<file path="config.mk">
export PLATFORM = sky130hd
export DESIGN_NAME = bounded_byte_stack_with_rotate_unit
export DESIGN_NICKNAME = d
export VERILOG_FILES = /design/src/hdl/bbsr_pkg.sv /design/src/hdl/bbsr_ctrl.sv /design/src/hdl/bbsr_dp.sv /design/src/hdl/bounded_byte_stack_with_rotate_unit.sv
export SDC_FILE = /design/constraint.sdc
export NUM_CORES = 1
export LEC_CHECK = 0
export BUFFER_PORTS_ARGS = -buffer_cell sky130_fd_sc_hd__buf_2
export CORE_ASPECT_RATIO = 1.2
export CORE_UTILIZATION = 40
export CTS_CLUSTER_SIZE = 28
export DETAILED_ROUTE_END_ITERATION = 6
export PLACE_DENSITY = 0.62
export SLEW_MARGIN = 20
export SYNTH_ARGS = -nofsm -noshare
export SYNTH_HDL_FRONTEND = slang
export SYNTH_SLANG_ARGS = --single-unit
</file>
<file path="constraint.sdc">
create_clock -name clock -period 10.85 [get_ports clock]
set_input_delay 1.085 -clock clock [delete_from_list [all_inputs] [get_ports clock]]
set_output_delay 1.085 -clock clock [all_outputs]
set_load 0.005 [all_outputs]
</file>
<file path="src/hdl/bbsr_pkg.sv">
`timescale 1ns / 1ps

package bbsr_pkg;

   localparam int DEF_MAX_DEPTH = 32;
   localparam int RESULT_LIMIT  = 32;

   localparam int OP_W     = 3;
   localparam int VAL_W    = 8;
   localparam int K_W      = 6;
   localparam int CAP_W    = 6;
   localparam int STATUS_W = 2;

   localparam int REQ_TDATA_W = 16;
   localparam int RSP_TDATA_W = 16;

   localparam logic [CAP_W-1:0] RESET_CAPACITY = 6'd32;

   typedef enum logic [OP_W-1:0] {
      OP_PUSH     = 3'd0,
      OP_POP      = 3'd1,
      OP_PEEK     = 3'd2,
      OP_DUP      = 3'd3,
      OP_ROT_UP   = 3'd4,
      OP_ROT_DOWN = 3'd5,
      OP_PRINT    = 3'd6,
      OP_NOP      = 3'd7
   } op_type;

   typedef enum logic [STATUS_W-1:0] {
      STS_OK        = 2'd0,
      STS_FULL      = 2'd1,
      STS_EMPTY     = 2'd2,
      STS_BAD_DEPTH = 2'd3
   } status_type;

   typedef enum logic [3:0] {
      ST_IDLE,
      ST_EXEC,
      ST_TOP,
      ST_DUP,
      ST_ROT_SAVE,
      ST_ROT_STEP,
      ST_ROT_MOVE,
      ST_PR_EMIT,
      ST_PR_RD
   } state_type;

   // Read address source.
   typedef enum logic [1:0] {
      RD_START,
      RD_PTR,
      RD_NEIGH
   } rd_sel_type;

   // Write address and data source.
   typedef enum logic [1:0] {
      WR_PUSH,
      WR_DUP,
      WR_MOVE,
      WR_TMP
   } wr_sel_type;

   // What a result carries.
   typedef enum logic [1:0] {
      EMIT_PLAIN,
      EMIT_DATA,
      EMIT_PRINT
   } emit_type;

   typedef struct packed {
      logic       latch_req;
      logic       rd_en;
      rd_sel_type rd_sel;
      logic       wr_en;
      wr_sel_type wr_sel;
      logic       cnt_inc;
      logic       cnt_dec;
      logic       ptr_load;
      logic       ptr_step;
      logic       tmp_load;
      logic       emit;
      emit_type   emit_kind;
      status_type emit_status;
   } ctrl_cmd_type;

   typedef struct packed {
      op_type op;
      logic   full;
      logic   empty;
      logic   k_bad;
      logic   at_end;
      logic   left_one;
      logic   out_free;
   } ctrl_sts_type;

endpackage

</file>
<file path="src/hdl/bbsr_ctrl.sv">
`timescale 1ns / 1ps

module bbsr_ctrl (
   input  logic                  clock,
   input  logic                  reset,
   input  logic                  req_tvalid,
   output logic                  req_tready,
   input  bbsr_pkg::ctrl_sts_type sts,
   output bbsr_pkg::ctrl_cmd_type cmd
);

   bbsr_pkg::state_type state_ff;
   bbsr_pkg::state_type state_in;

   always_ff @(posedge clock) begin
      if (reset) begin
         state_ff <= bbsr_pkg::ST_IDLE;
      end else begin
         state_ff <= state_in;
      end
   end

   // Next state.
   always_comb begin
      state_in = state_ff;
      unique case (state_ff)
         bbsr_pkg::ST_IDLE: begin
            if (req_tvalid) state_in = bbsr_pkg::ST_EXEC;
         end
         bbsr_pkg::ST_EXEC: begin
            unique case (sts.op)
               bbsr_pkg::OP_POP, bbsr_pkg::OP_PEEK: begin
                  if (!sts.empty) state_in = bbsr_pkg::ST_TOP;
                  else if (sts.out_free) state_in = bbsr_pkg::ST_IDLE;
               end
               bbsr_pkg::OP_DUP: begin
                  if (!sts.full && !sts.empty) state_in = bbsr_pkg::ST_DUP;
                  else if (sts.out_free) state_in = bbsr_pkg::ST_IDLE;
               end
               bbsr_pkg::OP_ROT_UP, bbsr_pkg::OP_ROT_DOWN: begin
                  if (!sts.k_bad) state_in = bbsr_pkg::ST_ROT_SAVE;
                  else if (sts.out_free) state_in = bbsr_pkg::ST_IDLE;
               end
               bbsr_pkg::OP_PRINT: begin
                  if (!sts.empty) state_in = bbsr_pkg::ST_PR_EMIT;
                  else if (sts.out_free) state_in = bbsr_pkg::ST_IDLE;
               end
               default: begin
                  if (sts.out_free) state_in = bbsr_pkg::ST_IDLE;
               end
            endcase
         end
         bbsr_pkg::ST_TOP, bbsr_pkg::ST_DUP: begin
            if (sts.out_free) state_in = bbsr_pkg::ST_IDLE;
         end
         bbsr_pkg::ST_ROT_SAVE: state_in = bbsr_pkg::ST_ROT_STEP;
         bbsr_pkg::ST_ROT_STEP: begin
            if (!sts.at_end) state_in = bbsr_pkg::ST_ROT_MOVE;
            else if (sts.out_free) state_in = bbsr_pkg::ST_IDLE;
         end
         bbsr_pkg::ST_ROT_MOVE: state_in = bbsr_pkg::ST_ROT_STEP;
         bbsr_pkg::ST_PR_EMIT: begin
            if (sts.out_free) begin
               state_in = sts.left_one ? bbsr_pkg::ST_IDLE : bbsr_pkg::ST_PR_RD;
            end
         end
         bbsr_pkg::ST_PR_RD: state_in = bbsr_pkg::ST_PR_EMIT;
         default: state_in = bbsr_pkg::ST_IDLE;
      endcase
   end

   // Datapath commands.
   always_comb begin
      cmd = bbsr_pkg::ctrl_cmd_type'('0);
      req_tready = 1'b0;
      unique case (state_ff)
         bbsr_pkg::ST_IDLE: begin
            req_tready    = 1'b1;
            cmd.latch_req = req_tvalid;
         end
         bbsr_pkg::ST_EXEC: begin
            unique case (sts.op)
               bbsr_pkg::OP_PUSH: begin
                  if (sts.out_free) begin
                     cmd.emit = 1'b1;
                     if (sts.full) begin
                        cmd.emit_status = bbsr_pkg::STS_FULL;
                     end else begin
                        cmd.wr_en   = 1'b1;
                        cmd.wr_sel  = bbsr_pkg::WR_PUSH;
                        cmd.cnt_inc = 1'b1;
                     end
                  end
               end
               bbsr_pkg::OP_POP, bbsr_pkg::OP_PEEK: begin
                  if (!sts.empty) begin
                     cmd.rd_en  = 1'b1;
                     cmd.rd_sel = bbsr_pkg::RD_START;
                  end else if (sts.out_free) begin
                     cmd.emit        = 1'b1;
                     cmd.emit_status = bbsr_pkg::STS_EMPTY;
                  end
               end
               bbsr_pkg::OP_DUP: begin
                  if (!sts.full && !sts.empty) begin
                     cmd.rd_en  = 1'b1;
                     cmd.rd_sel = bbsr_pkg::RD_START;
                  end else if (sts.out_free) begin
                     cmd.emit        = 1'b1;
                     cmd.emit_status = sts.full ? bbsr_pkg::STS_FULL : bbsr_pkg::STS_EMPTY;
                  end
               end
               bbsr_pkg::OP_ROT_UP, bbsr_pkg::OP_ROT_DOWN: begin
                  if (!sts.k_bad) begin
                     cmd.rd_en    = 1'b1;
                     cmd.rd_sel   = bbsr_pkg::RD_START;
                     cmd.ptr_load = 1'b1;
                  end else if (sts.out_free) begin
                     cmd.emit        = 1'b1;
                     cmd.emit_status = bbsr_pkg::STS_BAD_DEPTH;
                  end
               end
               bbsr_pkg::OP_PRINT: begin
                  if (!sts.empty) begin
                     cmd.rd_en    = 1'b1;
                     cmd.rd_sel   = bbsr_pkg::RD_START;
                     cmd.ptr_load = 1'b1;
                  end else if (sts.out_free) begin
                     cmd.emit        = 1'b1;
                     cmd.emit_status = bbsr_pkg::STS_EMPTY;
                  end
               end
               default: begin
                  cmd.emit = sts.out_free;
               end
            endcase
         end
         bbsr_pkg::ST_TOP: begin
            if (sts.out_free) begin
               cmd.emit      = 1'b1;
               cmd.emit_kind = bbsr_pkg::EMIT_DATA;
               cmd.cnt_dec   = (sts.op == bbsr_pkg::OP_POP);
            end
         end
         bbsr_pkg::ST_DUP: begin
            if (sts.out_free) begin
               cmd.emit    = 1'b1;
               cmd.wr_en   = 1'b1;
               cmd.wr_sel  = bbsr_pkg::WR_DUP;
               cmd.cnt_inc = 1'b1;
            end
         end
         bbsr_pkg::ST_ROT_SAVE: begin
            cmd.tmp_load = 1'b1;
         end
         bbsr_pkg::ST_ROT_STEP: begin
            if (!sts.at_end) begin
               cmd.rd_en  = 1'b1;
               cmd.rd_sel = bbsr_pkg::RD_NEIGH;
            end else if (sts.out_free) begin
               // The saved byte lands in its final slot with the result.
               cmd.wr_en  = 1'b1;
               cmd.wr_sel = bbsr_pkg::WR_TMP;
               cmd.emit   = 1'b1;
            end
         end
         bbsr_pkg::ST_ROT_MOVE: begin
            cmd.wr_en    = 1'b1;
            cmd.wr_sel   = bbsr_pkg::WR_MOVE;
            cmd.ptr_step = 1'b1;
         end
         bbsr_pkg::ST_PR_EMIT: begin
            if (sts.out_free) begin
               cmd.emit      = 1'b1;
               cmd.emit_kind = bbsr_pkg::EMIT_PRINT;
               cmd.ptr_step  = 1'b1;
            end
         end
         bbsr_pkg::ST_PR_RD: begin
            cmd.rd_en  = 1'b1;
            cmd.rd_sel = bbsr_pkg::RD_PTR;
         end
         default: begin
            cmd = bbsr_pkg::ctrl_cmd_type'('0);
         end
      endcase
   end

endmodule

</file>
<file path="src/hdl/bbsr_dp.sv">
`timescale 1ns / 1ps

module bbsr_dp #(
   parameter int MAX_DEPTH = bbsr_pkg::DEF_MAX_DEPTH
) (
   input  logic                            clock,
   input  logic                            reset,
   input  logic [bbsr_pkg::OP_W-1:0]       req_op,
   input  logic [bbsr_pkg::VAL_W-1:0]      req_push_value,
   input  logic [bbsr_pkg::K_W-1:0]        req_rotate_depth,
   input  logic                            csr_wr_en,
   input  logic [bbsr_pkg::CAP_W-1:0]      csr_wr_data,
   input  logic                            rsp_tready,
   output logic                            rsp_valid,
   output logic [bbsr_pkg::STATUS_W-1:0]   rsp_status,
   output logic [bbsr_pkg::VAL_W-1:0]      rsp_data_out,
   output logic                            rsp_data_valid,
   output logic                            rsp_last,
   input  bbsr_pkg::ctrl_cmd_type          cmd,
   output bbsr_pkg::ctrl_sts_type          sts
);

   localparam int AW    = $clog2(MAX_DEPTH);
   localparam int CNT_W = $clog2(MAX_DEPTH + 1);
   localparam int KW    = (CNT_W > bbsr_pkg::K_W) ? CNT_W : bbsr_pkg::K_W;
   localparam int CW    = (CNT_W > bbsr_pkg::CAP_W) ? CNT_W : bbsr_pkg::CAP_W;

   logic [bbsr_pkg::VAL_W-1:0] mem [MAX_DEPTH];

   logic [bbsr_pkg::OP_W-1:0]     op_ff;
   logic [bbsr_pkg::VAL_W-1:0]    val_ff;
   logic [bbsr_pkg::K_W-1:0]      k_ff;
   logic [bbsr_pkg::CAP_W-1:0]    cap_ff;
   logic [CNT_W-1:0]              count_ff;
   logic [CNT_W-1:0]              count_in;
   logic [AW-1:0]                 ptr_ff;
   logic [CNT_W-1:0]              left_ff;
   logic [bbsr_pkg::VAL_W-1:0]    tmp_ff;
   logic [bbsr_pkg::VAL_W-1:0]    rd_ff;
   logic                          rsp_valid_ff;
   logic [bbsr_pkg::STATUS_W-1:0] rsp_status_ff;
   logic [bbsr_pkg::VAL_W-1:0]    rsp_data_ff;
   logic                          rsp_dv_ff;
   logic                          rsp_last_ff;

   logic                       is_down;
   logic [AW-1:0]              top_addr;
   logic [AW-1:0]              idx_addr;
   logic [AW-1:0]              start_addr;
   logic [AW-1:0]              end_addr;
   logic [AW-1:0]              neigh_addr;
   logic [AW-1:0]              rd_addr;
   logic [AW-1:0]              wr_addr;
   logic [bbsr_pkg::VAL_W-1:0] wr_data;
   logic [CNT_W-1:0]           print_len;

   assign is_down    = (bbsr_pkg::op_type'(op_ff) == bbsr_pkg::OP_ROT_DOWN);
   assign top_addr   = AW'(count_ff - CNT_W'(1));
   assign idx_addr   = AW'(KW'(count_ff) - KW'(k_ff));
   // Up-rotate walks from the top down to depth k; down-rotate the other way.
   assign start_addr = is_down ? idx_addr : top_addr;
   assign end_addr   = is_down ? top_addr : idx_addr;
   assign neigh_addr = is_down ? (ptr_ff + AW'(1)) : (ptr_ff - AW'(1));
   assign print_len  = (32'(count_ff) > bbsr_pkg::RESULT_LIMIT) ?
                       CNT_W'(bbsr_pkg::RESULT_LIMIT) : count_ff;

   always_comb begin
      unique case (cmd.rd_sel)
         bbsr_pkg::RD_START: rd_addr = start_addr;
         bbsr_pkg::RD_PTR:   rd_addr = ptr_ff;
         bbsr_pkg::RD_NEIGH: rd_addr = neigh_addr;
         default:            rd_addr = start_addr;
      endcase
   end

   always_comb begin
      unique case (cmd.wr_sel)
         bbsr_pkg::WR_PUSH: begin
            wr_addr = AW'(count_ff);
            wr_data = val_ff;
         end
         bbsr_pkg::WR_DUP: begin
            wr_addr = AW'(count_ff);
            wr_data = rd_ff;
         end
         bbsr_pkg::WR_MOVE: begin
            wr_addr = ptr_ff;
            wr_data = rd_ff;
         end
         default: begin
            wr_addr = ptr_ff;
            wr_data = tmp_ff;
         end
      endcase
   end

   always_comb begin
      count_in = count_ff;
      priority if (cmd.cnt_inc) begin
         count_in = count_ff + CNT_W'(1);
      end else if (cmd.cnt_dec) begin
         count_in = count_ff - CNT_W'(1);
      end
   end

   always_ff @(posedge clock) begin
      if (cmd.wr_en) begin
         mem[wr_addr] <= wr_data;
      end
      if (cmd.rd_en) begin
         rd_ff <= mem[rd_addr];
      end
   end

   always_ff @(posedge clock) begin
      if (cmd.latch_req) begin
         op_ff  <= req_op;
         val_ff <= req_push_value;
         k_ff   <= req_rotate_depth;
      end
      if (cmd.tmp_load) begin
         tmp_ff <= rd_ff;
      end
      if (cmd.ptr_load) begin
         ptr_ff  <= start_addr;
         left_ff <= print_len;
      end else if (cmd.ptr_step) begin
         ptr_ff  <= neigh_addr;
         left_ff <= left_ff - CNT_W'(1);
      end
      if (cmd.emit) begin
         rsp_status_ff <= cmd.emit_status;
         rsp_data_ff   <= (cmd.emit_kind == bbsr_pkg::EMIT_PLAIN) ? '0 : rd_ff;
         rsp_dv_ff     <= (cmd.emit_kind != bbsr_pkg::EMIT_PLAIN);
         rsp_last_ff   <= (cmd.emit_kind != bbsr_pkg::EMIT_PRINT) ||
                          (left_ff == CNT_W'(1));
      end
   end

   always_ff @(posedge clock) begin
      if (reset) begin
         count_ff     <= '0;
         cap_ff       <= bbsr_pkg::RESET_CAPACITY;
         rsp_valid_ff <= 1'b0;
      end else begin
         count_ff <= count_in;
         if (csr_wr_en) begin
            cap_ff <= csr_wr_data;
         end
         if (cmd.emit) begin
            rsp_valid_ff <= 1'b1;
         end else if (rsp_tready) begin
            rsp_valid_ff <= 1'b0;
         end
      end
   end

   assign sts.op       = bbsr_pkg::op_type'(op_ff);
   // A capacity above the depth acts as the depth itself.
   assign sts.full     = (CW'(count_ff) >= CW'(cap_ff)) || (count_ff == CNT_W'(MAX_DEPTH));
   assign sts.empty    = (count_ff == '0);
   assign sts.k_bad    = (k_ff == '0) || (KW'(k_ff) > KW'(count_ff));
   assign sts.at_end   = (ptr_ff == end_addr);
   assign sts.left_one = (left_ff == CNT_W'(1));
   assign sts.out_free = !rsp_valid_ff || rsp_tready;

   assign rsp_valid      = rsp_valid_ff;
   assign rsp_status     = rsp_status_ff;
   assign rsp_data_out   = rsp_data_ff;
   assign rsp_data_valid = rsp_dv_ff;
   assign rsp_last       = rsp_last_ff;

endmodule

</file>
<file path="src/hdl/bounded_byte_stack_with_rotate_unit.sv">
`timescale 1ns / 1ps

// Byte stack of up to MAX_DEPTH entries with push, pop, peek, duplicate, up/down
// rotate to depth k and print, one request at a time. Entries sit in a single-port
// memory with a registered read, and the sequencer walks it one access per cycle,
// pausing while a result waits on a stalled result side. Push, a refused or
// ignored command and opcode seven read no entry; pop, peek and duplicate read
// the top entry; a rotate to depth k moves k-1 entries, each a read then a write;
// print of n results does one memory read per entry. A new request is taken once
// the last result of the previous one sits in the output register, so a waiting
// result does not hold off the next request. The stack is empty after reset and
// the capacity register reads 32; entries never written hold no defined value.
module bounded_byte_stack_with_rotate_unit #(
   parameter int MAX_DEPTH = bbsr_pkg::DEF_MAX_DEPTH
) (
   input  logic                              clock,
   input  logic                              reset,
   input  logic                              req_tvalid,
   output logic                              req_tready,
   input  logic [bbsr_pkg::REQ_TDATA_W-1:0]  req_tdata,  // push_value, rotate_depth, zero pad
   input  logic [bbsr_pkg::OP_W-1:0]         req_tuser,  // op
   output logic                              rsp_tvalid,
   input  logic                              rsp_tready,
   output logic [bbsr_pkg::RSP_TDATA_W-1:0]  rsp_tdata,  // status, data_out, zero pad
   output logic                              rsp_tuser,  // data_valid
   output logic                              rsp_tlast,
   input  logic                              csr_wr_en,
   input  logic [bbsr_pkg::CAP_W-1:0]        csr_wr_data
);

   localparam int PAD_W = bbsr_pkg::RSP_TDATA_W - bbsr_pkg::STATUS_W - bbsr_pkg::VAL_W;

   bbsr_pkg::ctrl_cmd_type cmd;
   bbsr_pkg::ctrl_sts_type sts;

   logic [bbsr_pkg::STATUS_W-1:0] rsp_status;
   logic [bbsr_pkg::VAL_W-1:0]    rsp_data_out;

   bbsr_ctrl u_ctrl (
      .clock      (clock),
      .reset      (reset),
      .req_tvalid (req_tvalid),
      .req_tready (req_tready),
      .sts        (sts),
      .cmd        (cmd)
   );

   bbsr_dp #(
      .MAX_DEPTH (MAX_DEPTH)
   ) u_dp (
      .clock            (clock),
      .reset            (reset),
      .req_op           (req_tuser),
      .req_push_value   (req_tdata[bbsr_pkg::VAL_W-1:0]),
      .req_rotate_depth (req_tdata[bbsr_pkg::VAL_W +: bbsr_pkg::K_W]),
      .csr_wr_en        (csr_wr_en),
      .csr_wr_data      (csr_wr_data),
      .rsp_tready       (rsp_tready),
      .rsp_valid        (rsp_tvalid),
      .rsp_status       (rsp_status),
      .rsp_data_out     (rsp_data_out),
      .rsp_data_valid   (rsp_tuser),
      .rsp_last         (rsp_tlast),
      .cmd              (cmd),
      .sts              (sts)
   );

   assign rsp_tdata = {{PAD_W{1'b0}}, rsp_data_out, rsp_status};

endmodule

</file>
## Word level (Yosys, flattened, before mapping)

Memories as Yosys holds them, arrays and structs flattened. A register that Yosys moved wholly into a read port is not among the register bits.
Index checks and enable logic that the tools add are counted.

- Word-level logic and storage cells: 146
- Memories kept: 1
- Input bits: 30
- Bits in writable memories: 256
- Register bits: 65

Memory list:

| memory | depth | bits a word | read ports | clocked after Yosys merged registers in | wr ports | RTL line | text |
|---|---|---|---|---|---|---|---|
| u_dp.mem | 32 | 8 | 1 | 1 | 1 | bbsr_dp.sv:28 | `logic [bbsr_pkg::VAL_W-1:0] mem [MAX_DEPTH];` |

- $add $sub $neg: 6
- Order comparisons: 3
- Reduce and logical (&&, ||, !) cells: 26
- Mux-type cells: 72
- Equality and inequality tests: 24

Operators with widths:

| operator | count |
|---|---|
| 2-to-1 mux 4 bit | 13 |
| 2-to-1 mux 5 bit | 6 |
| 2-to-1 mux 6 bit | 5 |
| one-hot mux 4 bit (7 select lines) | 1 |
| 2-to-1 mux 3 bit | 8 |
| 2-to-1 mux 1 bit | 18 |
| one-hot mux 3 bit (3 select lines) | 2 |
| == test 4 x 3 -> 1 bit, second input constant | 4 |
| 2-to-1 mux 2 bit | 8 |
| one-hot mux 4 bit (4 select lines) | 1 |
| one-hot mux 8 bit (2 select lines) | 1 |
| logical NOT 6 bit | 2 |
| one-hot mux 3 bit (4 select lines) | 1 |
| OR reduction 2 bit | 6 |
| subtractor 6 x 1 -> 6 bit, second input constant | 2 |
| one-hot mux 5 bit (2 select lines) | 1 |
| == test 3 bit, second input constant | 3 |
| == test 4 x 2 -> 1 bit, second input constant | 2 |
| one-hot mux 2 bit (4 select lines) | 1 |
| nonzero test 2 bit | 4 |
| adder 6 x 1 -> 6 bit, second input constant | 1 |
| == test 3 x 2 -> 1 bit, second input constant | 2 |
| == test 6 x 1 -> 1 bit, second input constant | 1 |
| == test 6 bit, second input constant | 1 |
| 26 further kinds | 37 |

## Logic depth before layout (Yosys ltp)

Gate-level depths: netlist (run 1).

- Depth after elaboration: 9
- Depth in mapped cells: 22
- Depth with buffers taken out: 18

## Cells and area by module

From an unflattened synthesis (run 1), not the netlist that was laid out.

- Cell total of the unflattened synthesis: 1187
- Area total of the unflattened synthesis: 14701.6 um2

By module, submodules not included:

| module | cells each | area each (um2) | instances |
|---|---|---|---|
| bbsr_dp | 1088 | 14062.2 | 1 |
| bbsr_ctrl | 92 | 590.6 | 1 |
| bounded_byte_stack_with_rotate_unit | 7 | 48.8 | 1 |

## Worst setup path before layout (run 1)

Ideal clock, no wire load.

- Path kind: register -> register
- From: register u_dp.count_ff[0]
- To: memory u_dp.mem[29][0] in the netlist's numbering (enable)
- Stages on the path, launching flop included: 20
- Library setup time: 383 ps
- Period minus slack after synthesis: 4875 ps
- Arrival time: 4492 ps
- Path slack: 5975 ps
- Path through: dfxtp_1 > buf_2 > inv_1 > ha_1 > inv_1 > fa_1 > nand3_1 > a21oi_1 > o211a_1 > nor4_2 > and3_1 > a21oi_1 > ha_1 > clkbuf_1 > nor2_1 > clkbuf_1 > nand2_1 > o21ai_0 > nand2_1 > nor3_1

- Longest elaborated chain between the ends: 8
- Elaborated cells on any way between the ends: 18
- Those cells by class: add/sub (2); order compare (1); eq/ne (3); mux (9); reduce/logical (3)

RTL lines:

| what | RTL line | text |
|---|---|---|
| start, declared | bbsr_dp.sv:34 | `logic [CNT_W-1:0] count_ff;` |
| start signal, assigned | bbsr_dp.sv:146 | `count_ff <= count_in;` |
| subtractor 6 x 1 -> 6 bit (tied with other cells) | bbsr_dp.sv:58 | `assign top_addr = AW'(count_ff - CNT_W'(1));` |
| 2-to-1 mux 5 bit / logical OR 1 bit (equally long branches) | bbsr_dp.sv:62, bbsr_dp.sv:160 |  |
| == test 5 bit / 2-to-1 mux 4 bit (equally long branches) | bbsr_dp.sv:163, bbsr_ctrl.sv:86 |  |
| 2-to-1 mux 3 bit / 2-to-1 mux 4 bit (equally long branches) | bbsr_ctrl.sv:157, bbsr_ctrl.sv:84 |  |
| one-hot mux 3 bit (4 select lines) / 2-to-1 mux 4 bit (equally long branches) | bbsr_ctrl.sv:76, bbsr_ctrl.sv:82 |  |
| == test 2 x 1 -> 1 bit (tied with other cells) | bbsr_dp.sv:77 | `unique case (cmd.wr_sel)` |
| OR reduction 2 bit (no line) / 2-to-1 mux 1 bit (equally long branches) | n/a |  |
| 2-to-1 mux 5 bit / 2-to-1 mux 1 bit (equally long branches) | bbsr_dp.sv:77, bbsr_dp.sv:108 |  |
| end, declared | bbsr_dp.sv:28 |  |

Parallel ways exist; a longest one is shown, timed or not.

## Worst setup path after layout (run 1)

- From: register u_dp.count_ff[3]
- To: register u_dp.rd_ff[7] in the netlist's numbering, read port of u_dp.mem, data pin

- Longest elaborated chain between the ends: 7
- Elaborated cells on any way between the ends: 23
- Those cells by class: add/sub (2); order compare (2); eq/ne (4); mux (9); reduce/logical (6)

RTL lines:

| what | RTL line | text |
|---|---|---|
| subtractor 6 x 1 -> 6 bit (tied with other cells) | bbsr_dp.sv:58 |  |
| 2-to-1 mux 5 bit / logical OR 1 bit (equally long branches) | bbsr_dp.sv:62, bbsr_dp.sv:160 |  |
| == test 5 bit / logical NOT 1 bit (equally long branches) | bbsr_dp.sv:163, bbsr_ctrl.sv:105 |  |
| 2-to-1 mux 3 bit / logical AND 1 bit (equally long branches) | bbsr_ctrl.sv:157, bbsr_ctrl.sv:105 |  |
| one-hot mux 3 bit (3 select lines) / 2-to-1 mux 3 bit (equally long branches) | bbsr_ctrl.sv:76, bbsr_ctrl.sv:105 |  |
| == test 2 bit (tied with other cells) | bbsr_dp.sv:68 | `unique case (cmd.rd_sel)` |
| one-hot mux 5 bit (2 select lines) / one-hot mux 3 bit (3 select lines) (equally long branches) | bbsr_dp.sv:68, bbsr_ctrl.sv:76 |  |
| end, declared | bbsr_dp.sv:39 | `logic [bbsr_pkg::VAL_W-1:0] rd_ff;` |

Parallel ways exist; a longest one is shown, timed or not.
A chain may end at the register's enable or synchronous reset.

==> results.json, run 1 <==
{
  "status": "finished, final reports clean",
  "layout_common_cells": "edfxtp_1 (312), nand2_1 (106), o21ai_0 (80), a211oi_1 (70), nor3_1 (57)",
  "finalSetupViolCount": 0,
  "power.leakage_nw": 5.74,
  "hold_path.class": "flop to flop",
  "ctsResizeCount": 0,
  "fin_worst_skew_ns": 0.0190,
  "slew_headroom_pct": 26.1,
  "portBuffers": 41,
  "yosys.area.top_type": "edfxtp_1",
  "peakVddDrop_mv": 0.0981,
  "overflow": 0,
  "routed_wl_um": 40000,
  "maxCapViolCount": 0,
  "rows": 78,
  "power.density_mw_per_mm2": 170,
  "antenna_found_initial": 0,
  "slew_violations": 0,
  "rsz0062_at_grt": "no",
  "cp.arrival_ns": 6.92,
  "yosysWarnings": 0,
  "vias_per_cell": 6.07,
  "synth_cell_types": 69,
  "yosys-top-cells-area": "edfxtp_1 (61%), a211oi_1 (3.4%), o21ai_0 (2.9%), nand2_1 (2.6%), nor3_1 (2.5%)",
  "fp.dieH_um": 217,
  "clockBufferDepth": 3,
  "cts-buffers-inserted": 35,
  "core-area_mm2": 0.0379,
  "drive_above_1_share_pct": 13.6,
  "boundaryPins": 50,
  "diodes": 0,
  "cts_tree": "yes",
  "setup_tns_ns": 0,
  "dp_cells": 1718,
  "initial_core_util_pct": 40.6,
  "grt_max_degree": 89,
  "dieArea_mm2": 0.0393,
  "async_reset_ff_share_pct": 0,
  "clockRootBuffer": "clkbuf_16",
  "pre_cts_ws_ns": 4.17,
  "ys.flop_type": "edfxtp_1",
  "yosysSeqAreaShare_pct": 63.1,
  "synth_edf_count": 312,
  "detail_route.wl_per_cell_um": 22.5,
  "finalHoldViolCount": 0,
  "num_vias": 10800,
  "antenna_left": 0,
  "remaining_drc_errors": 0,
  "nets": 1335,
  "fin_ws_ns": 4.17,
  "dpl-instance-area_mm2": 0.0161,
  "gp_congestion": 0.885,
  "grt_pass1_wl_um": 61400,
  "period_minus_slack_ns": 6.68,
  "yosys_register_bits": 329,
  "design_area_mm2": 0.0173,
  "period_share_pct": 61.6,
  "hold_slack_ns": 0.485,
  "grt_pass1_vias": 10600,
  "die_w_um": 181,
  "grt_usage_pct": 20.3,
  "drt_iter0_drc": 1233,
  "crit_fanout": 33,
  "crit_required_ns": 11.08,
  "end_kind": "flop",
  "final_cells": 1777,
  "critPathKind": "flop to flop",
  "synth_top_area_share_pct": 60.9,
  "tightest_slew_ns": 1.10,
  "max_freq_mhz": 150,
  "ctsHoldBuffers": 0,
  "post-cts-setup-buffers": 0,
  "firstDrtPassIters": 6,
  "cts_sinks": 329,
  "avgSynthCellArea_um2": 12.2,
  "clk_latency_ns": 0.54,
  "cts_htree_levels": 2,
  "area_growth_pct": 12.5,
  "dp_hpwl_um": 24600,
  "critPathLaunchType": "flop",
  "clk_pin_slew_ns": 0.06,
  "synthCells": 1266,
  "final_common_cell": "edfxtp_1",
  "netlist_area_mm2": 0.0154
}
## registers in the layout, indices dropped and copies added (netlist names)
register and flops:
u_dp.rd_ff 8, u_dp.rsp_valid 1, u_dp.mem 256, u_ctrl.state_ff 4
u_dp.rsp_data_valid 1, u_dp.left_ff 6, u_dp.op_ff 3, u_dp.tmp_ff 8
u_dp.cap_ff 6, u_dp.rsp_status 2, u_dp.ptr_ff 5, u_dp.rsp_data_out 8
u_dp.val_ff 8, u_dp.count_ff 6, u_dp.k_ff 6, u_dp.rsp_last 1
## cell families after synthesis
group | synth area share [%]
other | 0.0244
xor gates and xnor gates | 1.08
muxes | 1.24
and+or+nand+nor | 12.2
buffers and inverters | 4.19
AOI/OAI and AO/OA | 15.6
DFF | 63.1
adders and majority gates | 2.54
## synthesized netlist by cell type, types with 7 or more instances
library cell / number
dfxtp_1: 17
a22oi_1: 10
buf_2: 36
nor4_1: 14
a32o_1: 32
nand2_1: 107
o21ai_0: 88
xnor2_1: 17
a211oi_1: 70
nand3_1: 42
ha_1: 28
and3_1: 39
inv_1: 32
edfxtp_1: 312
nand2b_1: 7
a32oi_1: 32
a21oi_1: 35
buf_4: 10
a31oi_1: 45
mux2i_1: 13
and2_1: 10
nor2b_1: 10
clkbuf_1: 56
nor2_1: 41
nor3_1: 78
## worst max-delay path: stages (launching register included)
cell,delay (ns)
dfxtp_1,0.68
inv_1,0.29
ha_1,0.52
nand3_1,0.18
and3_1,0.23
o211a_1,0.22
nor4_2,0.51
a31oi_1,0.23
inv_1,0.11
ha_1,0.51
nand2_1,0.20
mux2_2,0.43
nand2_2,0.55
buf_4,0.46
a211oi_1,0.20
a31oi_1,0.24
a211oi_1,0.12
nor4_1,0.67
## path summary, 6_finish.rpt
kind	cells after the start	slack, ns	endpoint	start
worst max-delay path	17	4.17	u_dp.rd_ff[7]$_DFFE_PP_	u_dp.count_ff[3]$_SDFFE_PP0P_
worst min-delay path	0	0.48	u_dp.tmp_ff[2]$_DFFE_PP_	u_dp.rd_ff[2]$_DFFE_PP_
worst max register to register	17	4.17	u_dp.rd_ff[7]$_DFFE_PP_	u_dp.count_ff[3]$_SDFFE_PP0P_
worst min register to register	0	0.48	u_dp.tmp_ff[2]$_DFFE_PP_	u_dp.rd_ff[2]$_DFFE_PP_
## metrics by stage
step / utilization (%) / power (mW)
finish: 45.7 / 2.94
global placement: 42.4 / 1.75
CTS: 45.5 / 2.95
detailed placement: 42.5 / 1.75
floorplan: - / 1.65
global route: 45.7 / 3.03
## layout make-up
type / instances / area [µm²]
repair buffers: 77 / 475
multi-input cells: 798 / 5240
well taps: 480 / 601
clock inverters: 19 / 206
inverters: 34 / 130
flip-flops and latches: 329 / 9710
fillers: 3379 / 20600
clock buffers: 40 / 937
## where the power goes
| group | leakage, nW | internal [mW] | switching, mW | total (mW) |
|---|---|---|---|---|
| clock | 0.564 | 0.716 | 0.490 | 1.21 |
| combinational | 2.22 | 0.0961 | 0.204 | 0.300 |
| sequential | 2.96 | 1.42 | 0.0126 | 1.43 |
| total | 5.74 | 2.23 | 0.706 | 2.94 |
## layer usage
metal	wire length, µm	GRT usage, %	part of all wire (%)
met1	16100	25.6	40
met2	19800	35.0	50
met3	2580	2.69	6.4
met4	1500	8.64	3.8
met5	0	0	0
(Power assumes the default switching activity.)
==> run 2, diff against run 1 <==
Settings changed: ABC_AREA from default to 1, PLACE_DENSITY 0.62 to 0.64.
Clock period 10.85 ns to 6.07 ns, I/O delays scaled along.
==> run 2 against run 1 <==
The flow now finishes with violations (design-rule violations). Critical path type unchanged. Critical path depth is 5 higher. Highest routed layer unchanged. Cell count grew 11%. Via count decreased by 3.5%. Core utilization increased by 0.16 points. Combinational power increased to 2.6 times the previous value. First-iteration DRC count decreased by 21%. Worst hold slack got worse by 0.23 ns.
==> results.json, run 2 <==
{
  "yosys-top-cells-area": "edfxtp_1 (62%), nor2_1 (6.0%), nand2_1 (4.7%), o21ai_0 (3.8%), nand3_1 (3.2%)",
  "overflow": 0,
  "dieArea_mm2": 0.0387,
  "critPathKind": "flop to flop",
  "nets": 1536,
  "seqPwrFrac_pct": 47.7,
  "synthCells": 1424,
  "total_power_mw": 5.41,
  "core-area_mm2": 0.0371,
  "synth_cell_types": 42,
  "remaining_drc_errors": 12,
  "ctsHoldBuffers": 0,
  "fp.dieH_um": 215,
  "clockRootBuffer": "clkbuf_16",
  "netlist_area_mm2": 0.0152,
  "slew_headroom_pct": 25.1,
  "cts_htree_levels": 2,
  "boundaryPins": 50,
  "synth_edf_count": 312,
  "rows": 77,
  "detail_route.wl_per_cell_um": 17.7,
  "status": "complete, but fails checks",
  "cts_tree": "yes",
  "power.leakage_nw": 6.43,
  "antenna_left": 0,
  "clockBufferDepth": 3,
  "hold_slack_ns": 0.260,
  "dpl-instance-area_mm2": 0.0159,
  "period_minus_slack_ns": 5.23,
  "routed_wl_um": 35000,
  "vias_per_cell": 5.27,
  "crit_fanout": 10,
  "pre_cts_ws_ns": 0.909,
  "switching_power_mw": 1.44,
  "layout_common_cells": "edfxtp_1 (312), nor2_1 (242), nand2_1 (188), inv_1 (128), o21ai_0 (116)",
  "crit_required_ns": 6.21,
  "grt_pass1_wl_um": 55400,
  "die_w_um": 180,
  "slew_violations": 0,
  "comb_power_share_pct": 14.2,
  "area_growth_pct": 12.2,
  "grt_max_degree": 121,
  "internal-power_mw": 3.96,
  "swShare_pct": 26.7,
  "finalSetupViolCount": 0,
  "firstDrtPassIters": 7,
  "tightest_slew_ns": 1.12,
  "dp_hpwl_um": 22700,
  "yosys_register_bits": 329,
  "synth.most_common_cell": "edfxtp_1",
  "largest-register": "u_dp.mem",
  "end_kind": "flop",
  "yosysSeqAreaShare_pct": 64.0,
  "num_vias": 10400,
  "diodes": 0,
  "initial_core_util_pct": 40.9,
  "portBuffers": 41,
  "setup_tns_ns": 0,
  "finalHoldViolCount": 0,
  "fillers": 3329,
  "design_area_mm2": 0.0170,
  "power.density_mw_per_mm2": 318,
  "antenna_found_initial": 0,
  "grt_usage_pct": 18.3,
  "ctsResizeCount": 0,
  "drt_iter0_drc": 975,
  "avgSynthCellArea_um2": 10.6,
  "fin_ws_ns": 0.837,
  "rsz0062_at_grt": "no",
  "cp.arrival_ns": 5.38,
  "cts_sinks": 329,
  "yosys.area.top_type": "edfxtp_1",
  "critPathLaunchType": "flop",
  "fin_worst_skew_ns": 0.0172,
  "largest_reg_flops": 256,
  "gp_congestion": 0.896,
  "synth_top_area_share_pct": 61.8,
  "clk_latency_ns": 0.52,
  "final_common_cell": "edfxtp_1",
  "peakVddDrop_mv": 0.174,
  "max_freq_mhz": 191,
  "post-cts-setup-buffers": 0,
  "maxCapViolCount": 0,
  "ys.flop_type": "edfxtp_1",
  "grt_pass1_vias": 10400,
  "period_share_pct": 86.2,
  "async_reset_ff_share_pct": 0,
  "violations": "design-rule violations",
  "yosysWarnings": 0,
  "drive_above_1_share_pct": 11.0,
  "cts-buffers-inserted": 35,
  "hold_path.class": "primary input to flop",
  "clk_pin_slew_ns": 0.06,
  "p_clk_share_pct": 38.1,
  "synth_commonest_cells": "edfxtp_1 (312), nor2_1 (243), nand2_1 (188), inv_1 (128), o21ai_0 (116)"
}
==> run 2: area by class of cell <==
| type | count | area, µm² | area share (%) |
|---|---|---|---|
| Clock buffer | 42 | 923 | 5.43 |
| Clock inverter | 22 | 176 | 1.04 |
| Inverter | 137 | 522 | 3.07 |
| Multi-Input combinational cell | 898 | 4570 | 26.9 |
| Sequential cell | 329 | 9710 | 57.1 |
| Tap cell | 474 | 593 | 3.49 |
| Timing Repair Buffer | 75 | 510 | 3.00 |
==> run 2: worst max-delay path, cell delays in order (launching register included) <==
cell and delay (ns):
dfxtp_1 0.52, inv_1 0.11, ha_1 0.21, inv_1 0.08, fa_1 0.47, inv_1 0.08
nand2_1 0.06, nand3_1 0.08, nand2_1 0.07, nor2_2 0.09, nand2_2 0.08, nor3b_4 0.23
nand4_4 0.15, nand2_1 0.14, inv_1 0.06, ha_1 0.32, nor2_1 0.46, nand2_1 0.08
o21ai_0 0.17, inv_1 0.10, nor2_1 0.39, nand2_1 0.25, nor2_1 0.64
==> run 2: power by group through the flow <==
stage	logic, mW	clock network, mW	registers [mW]
6_report	0.768	2.06	2.58
5_1_grt	0.855	2.17	2.58
4_1_cts	0.767	2.09	2.58
3_5_place_dp	0.763	0	2.63
3_3_place_gp	0.749	0	2.63
2_1_floorplan	0.522	0	2.62
==> run 2: worst paths after layout <==
check                                              startpoint                           to  slack (ns)  cells after the start
worst max-delay path            u_dp.count_ff[0]$_SDFFE_PP0P_    u_dp.mem[19][4]$_DFFE_PP_        0.84                     22
worst min-delay path                             req_tuser[0]      u_dp.op_ff[0]$_DFFE_PP_        0.26                      1
worst max register to register  u_dp.count_ff[0]$_SDFFE_PP0P_    u_dp.mem[19][4]$_DFFE_PP_        0.84                     22
worst min register to register    u_dp.cap_ff[1]$_SDFFE_PP0P_  u_dp.cap_ff[1]$_SDFFE_PP0P_        0.47                      2
==> run 2: layer usage <==
layer / up-vias / GRT usage, % / wire [µm]
met3: 82 / 2.73 / 1770
met4: 0 / 7.64 / 1260
met2: 293 / 32.2 / 17300
li1: 5056 / - / -
met1: 4984 / 22.4 / 14700
met5: - / 0 / 0
==> run 2: cells by family after synthesis <==
group | after synthesis | synth area share [%]
and+or+nand+nor | 562 | 15.6
DFF | 329 | 64.0
AOI/OAI and AO/OA | 290 | 10.9
buffers and inverters | 202 | 6.25
adders and majority gates | 30 | 2.57
xor gates and xnor gates | 10 | 0.578
other | 1 | 0.0247
==> run 2: stage by stage <==
| stage | util [%] | std cells |
|---|---|---|
| after global routing | 45.8 | 1977 |
| after detailed placement | 42.9 | 1913 |
| after global placement | 42.9 | 1913 |
| final | 45.8 | 1977 |
| after CTS | 45.8 | 1977 |
| after floorplan | - | 1429 |
==> run 3, diff against run 2 <==
Settings changed: ABC_AREA 1 to default.
==> run 3 against run 2 <==
The run now ends clean. Clock-buffer cell count down 1. Clock power up 2%. First-iteration DRC count up 3.2%. Critical endpoint is now u_dp.rd_ff[1]$_DFFE_PP_. Highest routed layer unchanged.
==> results.json, run 3 (same netlist as run 1, synthesis figures left out) <==
{
  "routed_wl_um": 40200,
  "crit_path_top_delay_cell": "nor4_1",
  "clk_latency_ns": 0.53,
  "path_delay_family": "simple AND/OR/NAND/NOR gates",
  "max_freq_mhz": 193,
  "slew_violations": 0,
  "grt_usage_pct": 20.4,
  "antenna_left": 0,
  "multi_input_area_mm2": 0.00516,
  "crit_top_cell": "inv_1",
  "setup_tns_ns": 0,
  "firstDrtPassIters": 6,
  "grt_pass1_wl_um": 61700,
  "layout_common_cells": "edfxtp_1 (312), nand2_1 (106), buf_4 (89), o21ai_0 (80), nor3_1 (77)",
  "critPathLaunchType": "flop",
  "period_share_pct": 85.4,
  "final_cells": 1839,
  "pre_cts_ws_ns": 0.959,
  "period_minus_slack_ns": 5.19,
  "vias_per_cell": 5.92,
  "power.leakage_nw": 6.07,
  "power.density_mw_per_mm2": 295,
  "cts_sinks": 329,
  "max_stage_delay_ns": 0.52,
  "overflow": 0,
  "finalSetupViolCount": 0,
  "clk_pin_slew_ns": 0.06,
  "status": "finished, final reports clean",
  "cts_tree": "yes",
  "diodes": 0,
  "fillers": 3381,
  "hold_path.class": "primary input to flop",
  "fin_ws_ns": 0.884,
  "nets": 1395,
  "fp.dieH_um": 217,
  "maxCapViolCount": 0,
  "remaining_drc_errors": 0,
  "slew_headroom_pct": 25.6,
  "post-cts-setup-buffers": 0,
  "end_kind": "flop",
  "rows": 78,
  "rsz0062_at_grt": "no",
  "clockBufferDepth": 3,
  "cts-buffers-inserted": 34,
  "drive_above_1_share_pct": 15.9,
  "gp_congestion": 0.910,
  "critPathKind": "flop to flop",
  "boundaryPins": 50,
  "crit_fanout": 60,
  "ctsResizeCount": 0,
  "dp_cells": 1779,
  "detail_route.wl_per_cell_um": 21.9,
  "area_growth_pct": 15.3,
  "num_vias": 10900,
  "clockRootBuffer": "clkbuf_16",
  "crit_required_ns": 6.34,
  "die_w_um": 181,
  "seq_area_mm2": 0.00971,
  "fin_worst_skew_ns": 0.0139,
  "worstPathCellList": "inv_1, ha_1, inv_1, fa_1, xnor2_1, mux2i_1, xor2_1, nor3_1, a31oi_1, inv_1, ha_1, nand2_1, mux2_2, buf_12, buf_4, nand3_1, a32o_1, nor3_1, a211oi_1, nor4_1",
  "portBuffers": 41,
  "dieArea_mm2": 0.0393,
  "antenna_found_initial": 0,
  "largest-register": "u_dp.mem",
  "core-area_mm2": 0.0379,
  "dp_hpwl_um": 26000,
  "cp.arrival_ns": 5.45,
  "finalHoldViolCount": 0,
  "peakVddDrop_mv": 0.173,
  "tightest_slew_ns": 1.12,
  "ctsHoldBuffers": 0,
  "initial_core_util_pct": 40.6,
  "largest_reg_flops": 256,
  "grt_max_degree": 85,
  "drt_iter0_drc": 1006,
  "cp.buffers_inverters": 5,
  "cts_htree_levels": 2,
  "grt_pass1_vias": 10300,
  "final_common_cell": "edfxtp_1"
}
-- run 3: cell count changes in the layout (fill, tap and decap cells not counted), sizes merged, moves of 39 or more --
cell    previous run  this run
a31oi              3        45
buf               75       138
and3               0        39
nor3               7        78
nor2             244        41
o21ai            165        91
inv              138        36
a211oi             1        71
nand2            195       108
nand3            102        42
o211ai            64         2
-- run 3: per-layer routing --
layer	vias up	wire [µm]	global-route usage [%]
li1	5059	-	-
met1	5357	16600	25.8
met2	391	20100	35.5
met3	81	2060	2.78
met4	0	1400	8.31
met5	-	0	0
-- run 3: where the power goes --
group	switching [mW]	total [mW]	internal (mW)	leakage (nW)
sequential	0.0192	2.56	2.54	2.96
clock	0.875	2.11	1.24	0.538
combinational	0.370	0.574	0.204	2.57
total	1.26	5.24	3.98	6.07
-- run 3: path summary, 6_finish.rpt --
path / start / end / slack [ns] / cells past startpoint
min reg2reg: u_dp.rd_ff[0]$_DFFE_PP_ / u_dp.tmp_ff[0]$_DFFE_PP_ / 0.47 / 0
max reg2reg: u_dp.count_ff[0]$_SDFFE_PP0P_ / u_dp.rd_ff[1]$_DFFE_PP_ / 0.88 / 20
min: req_tdata[4] / u_dp.val_ff[4]$_DFFE_PP_ / 0.25 / 1
max: u_dp.count_ff[0]$_SDFFE_PP0P_ / u_dp.rd_ff[1]$_DFFE_PP_ / 0.88 / 20
-- run 3: final cells by class --
| type | count | area share [%] |
|---|---|---|
| well taps | 480 | 3.38 |
| clock buffers | 41 | 5.06 |
| inverters | 34 | 0.733 |
| clock inverters | 19 | 1.21 |
| flip-flops and latches | 329 | 54.7 |
| repair buffers | 138 | 5.82 |
| multi-input cells | 798 | 29.1 |
-- run 3: worst reg2reg max path: stages, from the launching register on --
cell and delay [ns]:
dfxtp_1 0.31, inv_1 0.21, ha_1 0.22, inv_1 0.06
fa_1 0.39, xnor2_1 0.23, mux2i_1 0.12, xor2_1 0.15
nor3_1 0.32, a31oi_1 0.20, inv_1 0.09, ha_1 0.34
nand2_1 0.18, mux2_2 0.36, buf_12 0.29, buf_4 0.34
nand3_1 0.09, a32o_1 0.28, nor3_1 0.14, a211oi_1 0.07
nor4_1 0.52
-- run 3: stage by stage --
step                      hold WS [ns]  power, mW  utilization (%)  area (µm²)
final                            0.251       5.24             46.9       17700
after global routing             0.242       5.41             46.9       17700
after CTS                        0.234       5.27             46.8       17700
after detailed placement         0.461       3.17             43.9       16600
after global placement           0.459       3.16             43.9       16600
after floorplan                  0.442       2.96                -       15400
